===== src/rtl/wsfu_pkg.sv =====
// Types and constants for the websocket frame unmasker.
`timescale 1ns / 1ps
`default_nettype none
package wsfu_pkg;

  localparam logic [3:0] OPC_TEXT  = 4'h1;
  localparam logic [3:0] OPC_CLOSE = 4'h8;
  localparam logic [6:0] LEN_MAX   = 7'd125;

  localparam logic [1:0] KIND_PAYLOAD = 2'd0;
  localparam logic [1:0] KIND_CLOSE   = 2'd1;
  localparam logic [1:0] KIND_EMPTY   = 2'd2;

  localparam int CMD_DEPTH = 4;
  localparam int CMD_PTR_W = $clog2(CMD_DEPTH);
  localparam int CMD_CNT_W = $clog2(CMD_DEPTH + 1);

  typedef enum logic [2:0] {
    PH_HDR0    = 3'd0,
    PH_HDR1    = 3'd1,
    PH_KEY     = 3'd2,
    PH_PAYLOAD = 3'd3,
    PH_DROP    = 3'd4
  } phase_t;

  typedef struct packed {
    logic [7:0] rx_byte;
    logic       buffer_end;
  } in_item_t;

  typedef struct packed {
    logic [1:0] kind;
    logic [7:0] payload_byte;
    logic       last_of_message;
    logic [6:0] message_length;
  } out_item_t;

  // Command from the parser to the unmask stage.
  typedef struct packed {
    logic [1:0] kind;
    logic [7:0] data;
    logic [7:0] key;
    logic       last;
    logic [6:0] len;
  } cmd_t;

  // Queue status seen by its producer and consumer.
  typedef struct packed {
    logic full;
    logic empty;
  } q_status_t;

endpackage
`default_nettype wire


===== src/rtl/wsfu_front.sv =====
// Header parser and key capture; turns close, empty and payload bytes into commands.
`timescale 1ns / 1ps
`default_nettype none
module wsfu_front (
  input  wire logic             clk,
  input  wire logic             rst_n,
  input  wire logic             accept,
  input  wsfu_pkg::in_item_t    item,
  output logic                  cmd_valid,
  output wsfu_pkg::cmd_t        cmd
);
  import wsfu_pkg::*;

  phase_t      phase_r, phase_nxt;
  logic [3:0]  opcode_r, opcode_nxt;
  logic        masked_r, masked_nxt;
  logic [6:0]  len_r, len_nxt;
  logic [6:0]  count_r, count_nxt;
  logic [1:0]  key_idx_r, key_idx_nxt;
  logic [7:0]  key_r [4];
  logic [6:0]  count_inc;

  assign count_inc = count_r + 7'd1;

  always_ff @(posedge clk) begin
    if (!rst_n) begin
      phase_r   <= PH_HDR0;
      opcode_r  <= '0;
      masked_r  <= 1'b0;
      len_r     <= '0;
      count_r   <= '0;
      key_idx_r <= '0;
    end else begin
      phase_r   <= phase_nxt;
      opcode_r  <= opcode_nxt;
      masked_r  <= masked_nxt;
      len_r     <= len_nxt;
      count_r   <= count_nxt;
      key_idx_r <= key_idx_nxt;
    end
  end

  always_ff @(posedge clk) begin
    if (accept && phase_r == PH_KEY) begin
      key_r[key_idx_r] <= item.rx_byte;
    end
  end

  always_comb begin
    phase_nxt   = phase_r;
    opcode_nxt  = opcode_r;
    masked_nxt  = masked_r;
    len_nxt     = len_r;
    count_nxt   = count_r;
    key_idx_nxt = key_idx_r;
    cmd_valid   = 1'b0;
    cmd         = '0;
    if (accept) begin
      case (phase_r)
        PH_HDR0: begin
          opcode_nxt = item.rx_byte[3:0];
          if (item.rx_byte[3:0] == OPC_CLOSE) begin
            cmd_valid = 1'b1;
            cmd.kind  = KIND_CLOSE;
            cmd.last  = 1'b1;
            phase_nxt = PH_DROP;
          end else begin
            phase_nxt = PH_HDR1;
          end
        end
        PH_HDR1: begin
          masked_nxt = item.rx_byte[7];
          len_nxt    = item.rx_byte[6:0];
          if (item.rx_byte[6:0] > LEN_MAX || opcode_r != OPC_TEXT) begin
            phase_nxt = PH_DROP;
          end else if (item.rx_byte[6:0] == 7'd0) begin
            cmd_valid = 1'b1;
            cmd.kind  = KIND_EMPTY;
            cmd.last  = 1'b1;
            phase_nxt = PH_DROP;
          end else if (item.rx_byte[7]) begin
            key_idx_nxt = '0;
            phase_nxt   = PH_KEY;
          end else begin
            count_nxt = '0;
            phase_nxt = PH_PAYLOAD;
          end
        end
        PH_KEY: begin
          key_idx_nxt = key_idx_r + 2'd1;
          if (key_idx_r == 2'd3) begin
            count_nxt = '0;
            phase_nxt = PH_PAYLOAD;
          end
        end
        PH_PAYLOAD: begin
          cmd_valid = 1'b1;
          cmd.kind  = KIND_PAYLOAD;
          cmd.data  = item.rx_byte;
          cmd.key   = masked_r ? key_r[count_r[1:0]] : 8'h00;
          cmd.last  = (count_inc == len_r);
          cmd.len   = len_r;
          count_nxt = count_inc;
          if (count_inc == len_r) begin
            phase_nxt = PH_DROP;
          end
        end
        default: begin
          // drop phase: swallow bytes until the buffer ends
        end
      endcase
      if (item.buffer_end) begin
        phase_nxt = PH_HDR0;
      end
    end
  end

endmodule
`default_nettype wire


===== src/rtl/wsfu_fifo.sv =====
// Short command queue between parser and unmask stage.
`timescale 1ns / 1ps
`default_nettype none
module wsfu_fifo (
  input  wire logic              clk,
  input  wire logic              rst_n,
  input  wire logic              wr_en,
  input  wsfu_pkg::cmd_t         wr_data,
  input  wire logic              rd_en,
  output wsfu_pkg::cmd_t         rd_data,
  output wsfu_pkg::q_status_t    status
);
  import wsfu_pkg::*;

  cmd_t                 slot_r [CMD_DEPTH];
  logic [CMD_PTR_W-1:0] wr_ptr_r, wr_ptr_nxt;
  logic [CMD_PTR_W-1:0] rd_ptr_r, rd_ptr_nxt;
  logic [CMD_CNT_W-1:0] count_r, count_nxt;
  logic                 do_wr, do_rd;

  assign status.full  = (count_r == CMD_CNT_W'(CMD_DEPTH));
  assign status.empty = (count_r == '0);
  assign do_wr        = wr_en && !status.full;
  assign do_rd        = rd_en && !status.empty;
  assign rd_data      = slot_r[rd_ptr_r];

  always_comb begin
    wr_ptr_nxt = do_wr ? CMD_PTR_W'((wr_ptr_r + 1'b1) % CMD_DEPTH) : wr_ptr_r;
    rd_ptr_nxt = do_rd ? CMD_PTR_W'((rd_ptr_r + 1'b1) % CMD_DEPTH) : rd_ptr_r;
    count_nxt  = count_r;
    if (do_wr && !do_rd) begin
      count_nxt = count_r + 1'b1;
    end else if (do_rd && !do_wr) begin
      count_nxt = count_r - 1'b1;
    end
  end

  always_ff @(posedge clk) begin
    if (!rst_n) begin
      wr_ptr_r <= '0;
      rd_ptr_r <= '0;
      count_r  <= '0;
    end else begin
      wr_ptr_r <= wr_ptr_nxt;
      rd_ptr_r <= rd_ptr_nxt;
      count_r  <= count_nxt;
    end
  end

  always_ff @(posedge clk) begin
    if (do_wr) begin
      slot_r[wr_ptr_r] <= wr_data;
    end
  end

endmodule
`default_nettype wire


===== src/rtl/wsfu_back.sv =====
// Unmask stage: XORs payload with key and holds the result register.
`timescale 1ns / 1ps
`default_nettype none
module wsfu_back (
  input  wire logic             clk,
  input  wire logic             rst_n,
  input  wsfu_pkg::q_status_t   q_status,
  input  wsfu_pkg::cmd_t        q_data,
  output logic                  q_rd,
  input  wire logic             out_pop,
  output logic                  out_empty,
  output wsfu_pkg::out_item_t   out_data
);
  import wsfu_pkg::*;

  logic      valid_r, valid_nxt;
  out_item_t data_r, data_nxt;

  assign q_rd = !q_status.empty && (!valid_r || out_pop);

  always_comb begin
    valid_nxt = valid_r;
    data_nxt  = data_r;
    if (valid_r && out_pop) begin
      valid_nxt = 1'b0;
    end
    if (q_rd) begin
      valid_nxt                = 1'b1;
      data_nxt.kind            = q_data.kind;
      data_nxt.payload_byte    = q_data.data ^ q_data.key;
      data_nxt.last_of_message = q_data.last;
      data_nxt.message_length  = q_data.len;
    end
  end

  always_ff @(posedge clk) begin
    if (!rst_n) begin
      valid_r <= 1'b0;
    end else begin
      valid_r <= valid_nxt;
    end
  end

  always_ff @(posedge clk) begin
    data_r <= data_nxt;
  end

  assign out_empty = !valid_r;
  assign out_data  = data_r;

endmodule
`default_nettype wire


===== src/rtl/websocket_frame_unmasker.sv =====
// Top level of the websocket frame receiver and unmasker.
//
//  channel | direction | handshake         | payload
//  --------+-----------+-------------------+---------------------------------
//  in_     | input     | in_push / in_full | rx_byte, buffer_end
//  out_    | output    | out_empty/out_pop | kind, payload_byte, last, length
//
// One byte per cycle, sustained: the parser takes a byte every cycle while
// the command queue has room. A result passes through the command queue
// and then the unmask register before it shows on out_; a stalled out_
// side holds it back in the queue.
// Synchronous active-low reset clears parser phase, queue and result valid;
// the four key bytes are not reset and are always written before use.
// in_full rises only when the four-deep command queue is full, i.e. when the
// out_ side has stalled.
`timescale 1ns / 1ps
`default_nettype none
module websocket_frame_unmasker (
  input  wire logic             clk,
  input  wire logic             rst_n,
  input  wire logic             in_push,
  output logic                  in_full,
  input  wsfu_pkg::in_item_t    in_data,
  output logic                  out_empty,
  input  wire logic             out_pop,
  output wsfu_pkg::out_item_t   out_data
);
  import wsfu_pkg::*;

  logic      accept;
  logic      cmd_valid;
  cmd_t      cmd;
  cmd_t      q_data;
  logic      q_rd;
  q_status_t q_status;

  // Any accepted byte may produce a command, so gate on queue space.
  assign in_full = q_status.full;
  assign accept  = in_push && !q_status.full;

  // Front: header decode, key capture, payload classification.
  wsfu_front u_front (
    .clk       (clk),
    .rst_n     (rst_n),
    .accept    (accept),
    .item      (in_data),
    .cmd_valid (cmd_valid),
    .cmd       (cmd)
  );

  // Decoupling queue: lets the parser run while the result side stalls.
  wsfu_fifo u_fifo (
    .clk     (clk),
    .rst_n   (rst_n),
    .wr_en   (cmd_valid),
    .wr_data (cmd),
    .rd_en   (q_rd),
    .rd_data (q_data),
    .status  (q_status)
  );

  // Back: unmask XOR and registered result.
  wsfu_back u_back (
    .clk       (clk),
    .rst_n     (rst_n),
    .q_status  (q_status),
    .q_data    (q_data),
    .q_rd      (q_rd),
    .out_pop   (out_pop),
    .out_empty (out_empty),
    .out_data  (out_data)
  );

endmodule
`default_nettype wire


===== config.mk =====
export PLATFORM = sky130hd
export DESIGN_NAME = websocket_frame_unmasker
export DESIGN_NICKNAME = d
export VERILOG_FILES = /design/src/rtl/wsfu_pkg.sv /design/src/rtl/wsfu_front.sv /design/src/rtl/wsfu_fifo.sv /design/src/rtl/wsfu_back.sv /design/src/rtl/websocket_frame_unmasker.sv
export SDC_FILE = /design/constraint.sdc
export NUM_CORES = 1
export LEC_CHECK = 0
export BUFFER_PORTS_ARGS = -buffer_cell sky130_fd_sc_hd__clkbuf_2
export CAP_MARGIN = 40
export CORE_MARGIN = 4
export CORE_UTILIZATION = 55
export DETAILED_ROUTE_END_ITERATION = 8
export GPL_ROUTABILITY_DRIVEN = 0
export GPL_TIMING_DRIVEN = 1
export PLACE_DENSITY = 0.75
export REMOVE_ABC_BUFFERS = 1
export SYNTH_ARGS = -nofsm -noshare
export SYNTH_HDL_FRONTEND = slang
export SYNTH_SLANG_ARGS = --single-unit

===== constraint.sdc =====
create_clock -name clk -period 2.65 [get_ports clk]
set_input_delay 0.1325 -clock clk [delete_from_list [all_inputs] [get_ports clk]]
set_output_delay 0.1325 -clock clk [all_outputs]
set_load 0.05 [all_outputs]

==> metrics.yaml <==
slew_viol_final: 0
layout-drive-gt1-share_pct: 22.3
drt_wl_total_um: 13400
synthCells: 478
n_antenna_cell: 0
vias: 4070
antenna_found_initial: 0
clockPowerShare_pct: 32.1
rsz0062_at_grt: "yes"
clk_pin_slew_ps: 60
dp_hpwl_um: 8830
worstPathArrival_ps: 2900
ys.flop_type: "edfxtp_1"
fin_area_um2: 8790
die_w_um: 127
synth_area_um2: 7770
grt_max_degree: 40
ir_drop_v: 0.000483
combPwrFrac_pct: 19.8
synth.yosys.seq_area_share_pct: 68.7
wl_per_cell_um: 18.6
coreArea_um2: 13900
cts_root_buf: "clkbuf_16"
pin_count: 33
place_area_um2: 8220
drt_iter0_markers: 385
cp-start-kind: "register"
grt_pass1_wl_um: 22300
setup_viol: 0
fin_crit_ps: 2550
hold_viol: 0
ant_nets: 0
gr-total-overflow: 0
ys_top_cells_by_area: "edfxtp_1, dfxtp_1, mux4_2, xor2_1, and2_1"
final_cell_mix: "edfxtp_1, xor2_1, dfxtp_1"
die_y_um: 127
ys_ff_latch: 190
cts_tree: "yes"
min_path_type: "input port to register"
port_buffers: 32
synth_top_area_cell: "edfxtp_1"
netlist.area_leader.share_pct: 59.5
clock-skew-final_ps: 6.79
ys_types: 55
place_ws_ps: 103
dr.pass1.iters: 4
avgViaCountPerCell: 5.64
slew_headroom_pct: 59.7
track_usage_pct: 18.1
final_common_cell: "edfxtp_1"
status: "completed"
die_area_um2: 16100
ys_warn_count: 0
crit_type: "register to register"
cts_buffers: 17
leakage_nw: 3.31
critPathRequiredTime_ps: 2990
drc: 0
num-nets-final: 553
tightest_slew_ps: 603
cts_hold_buf: 0
rows: 43
htree_levels: 4
fmax_mhz: 391
fin_crit_sh_pct: 96.4
power.internal_w: 0.00531
synth_edf_count: 154
setup_slack_ps: 95.2
p_sw_w: 0.00212
fillers: 1001
syn_area_per_cell_um2: 16.3
synthArstFlopShare_pct: 0
cts.sinks: 190
seqPwrFrac_pct: 48.1
whs_ps: 35.5
worstSetupEndpointType: "register"
power_density_nw_per_um2: 845
swShare_pct: 28.6
start_util_pct: 56.0
drv_cap: 0
clk_latency_ps: 420
cts.path.max_buffers: 2
area_growth_pct: 13.1
cp_max_fo: 4
grt_pass1_vias: 4167
-- timing repair --
item | CTS | global route
resized for setup | 0 | 4
endpoints found under the setup margin | 0 | 5
setup buffers | 0 | 2
-- registers in the layout, indices dropped and copies added (netlist names), named ones only --
signal,cells
u_fifo.rd_ptr_r,2
u_fifo.wr_ptr_r,2
u_front.count_r,7
u_front.key_r,32
u_front.opcode_r,4
u_front.key_idx_r,2
u_back.out_data,18
u_fifo.count_r,3
u_fifo.slot_r,104
u_front.len_r,7
u_front.masked_r,1
u_front.phase_r,3
u_back.valid_r,1
-- cell type report --
cell class / count / area, µm² / area share (%)
sequential: 190 / 5350 / 60.8
tap: 180 / 225 / 2.56
timing repair buffer: 52 / 310 / 3.53
clock buffer: 19 / 433 / 4.92
inverter: 8 / 30.0 / 0.341
multi-input combinational: 260 / 2330 / 26.4
clock inverter: 13 / 123 / 1.39
-- final timing paths --
| check | startpoint | endpoint | slack [ps] | cells after the start |
|---|---|---|---|---|
| worst min register to register | u_front.count_r[6] | u_front.count_r[6] | 510 | 2 |
| worst min-delay path | in_data[0] | u_front.phase_r[2] | 40 | 4 |
| worst max register to register | u_fifo.count_r[2] | u_fifo.count_r[2] | 100 | 9 |
| worst max-delay path | u_fifo.count_r[2] | u_fifo.count_r[2] | 100 | 9 |
-- cells in the mapped netlist, types with 2 or more instances --
cell type  instances
a21boi_0           3
a21oi_1            7
and2_1            31
and3_1            10
buf_1              2
buf_2              4
clkbuf_1          14
dfxtp_1           36
edfxtp_1         154
ha_1              10
inv_1              8
mux2i_1           14
mux4_2            26
nand2_1           14
nand2b_1           3
nand3_1            7
nand4_1            2
nand4b_1           3
nor2_1            13
nor2b_1           19
nor3_1             3
nor3b_1            4
o211ai_1           2
o21ai_0            9
o21ba_2            2
o311ai_0           3
or3_1              2
xnor2_1            7
xor2_1            40
-- critical path: stages (launching register included) --
cell	delay (ps)
dfxtp_1	330
nor3b_1	170
or3b_1	390
a31oi_2	190
ha_2	220
inv_1	60
fa_1	420
xor2_1	190
or3_1	320
a21boi_0	180
-- cells by family (layout without fill, tap and decap cells) --
family	after synthesis	in the layout	synth area share [%]
xor+xnor	47	47	5.29
mux	40	40	9.33
fa+ha+maj	11	11	1.87
buf+inv	28	92	1.42
simple gates	122	122	9.54
compound gates	40	40	3.80
flops	190	190	68.7
-- stage by stage --
stage | util [%] | std cells | power (W) | TNS, ps
global placement | 59.2 | 688 | 0.00508 | 0
floorplan | - | 458 | 0.00472 | -42790
detailed placement | 59.2 | 688 | 0.00512 | 0
CTS | 63.2 | 720 | 0.00750 | 0
finish | 63.4 | 722 | 0.00744 | 0
global route | 63.4 | 722 | 0.00776 | -3.48
-- power groups by stage --
stage / combinational (W) / clock, W / sequential (W)
finish: 0.00147 / 0.00239 / 0.00358
global route: 0.00158 / 0.00259 / 0.00360
CTS: 0.00149 / 0.00243 / 0.00358
detailed placement: 0.00148 / 0 / 0.00364
global placement: 0.00146 / 0 / 0.00363
floorplan: 0.000520 / 0 / 0.00420
-- layer usage --
metal	up-vias	wire [µm]	GRT usage, %	part of all wire (%)
li1	1903	-	-	-
met1	2065	6190	25.2	46
met2	85	6450	27.9	48
met3	17	565	4.67	4.2
met4	0	214	6.31	1.6
met5	-	0	0	0
No activity file was read; power rests on OpenSTA's default activity.
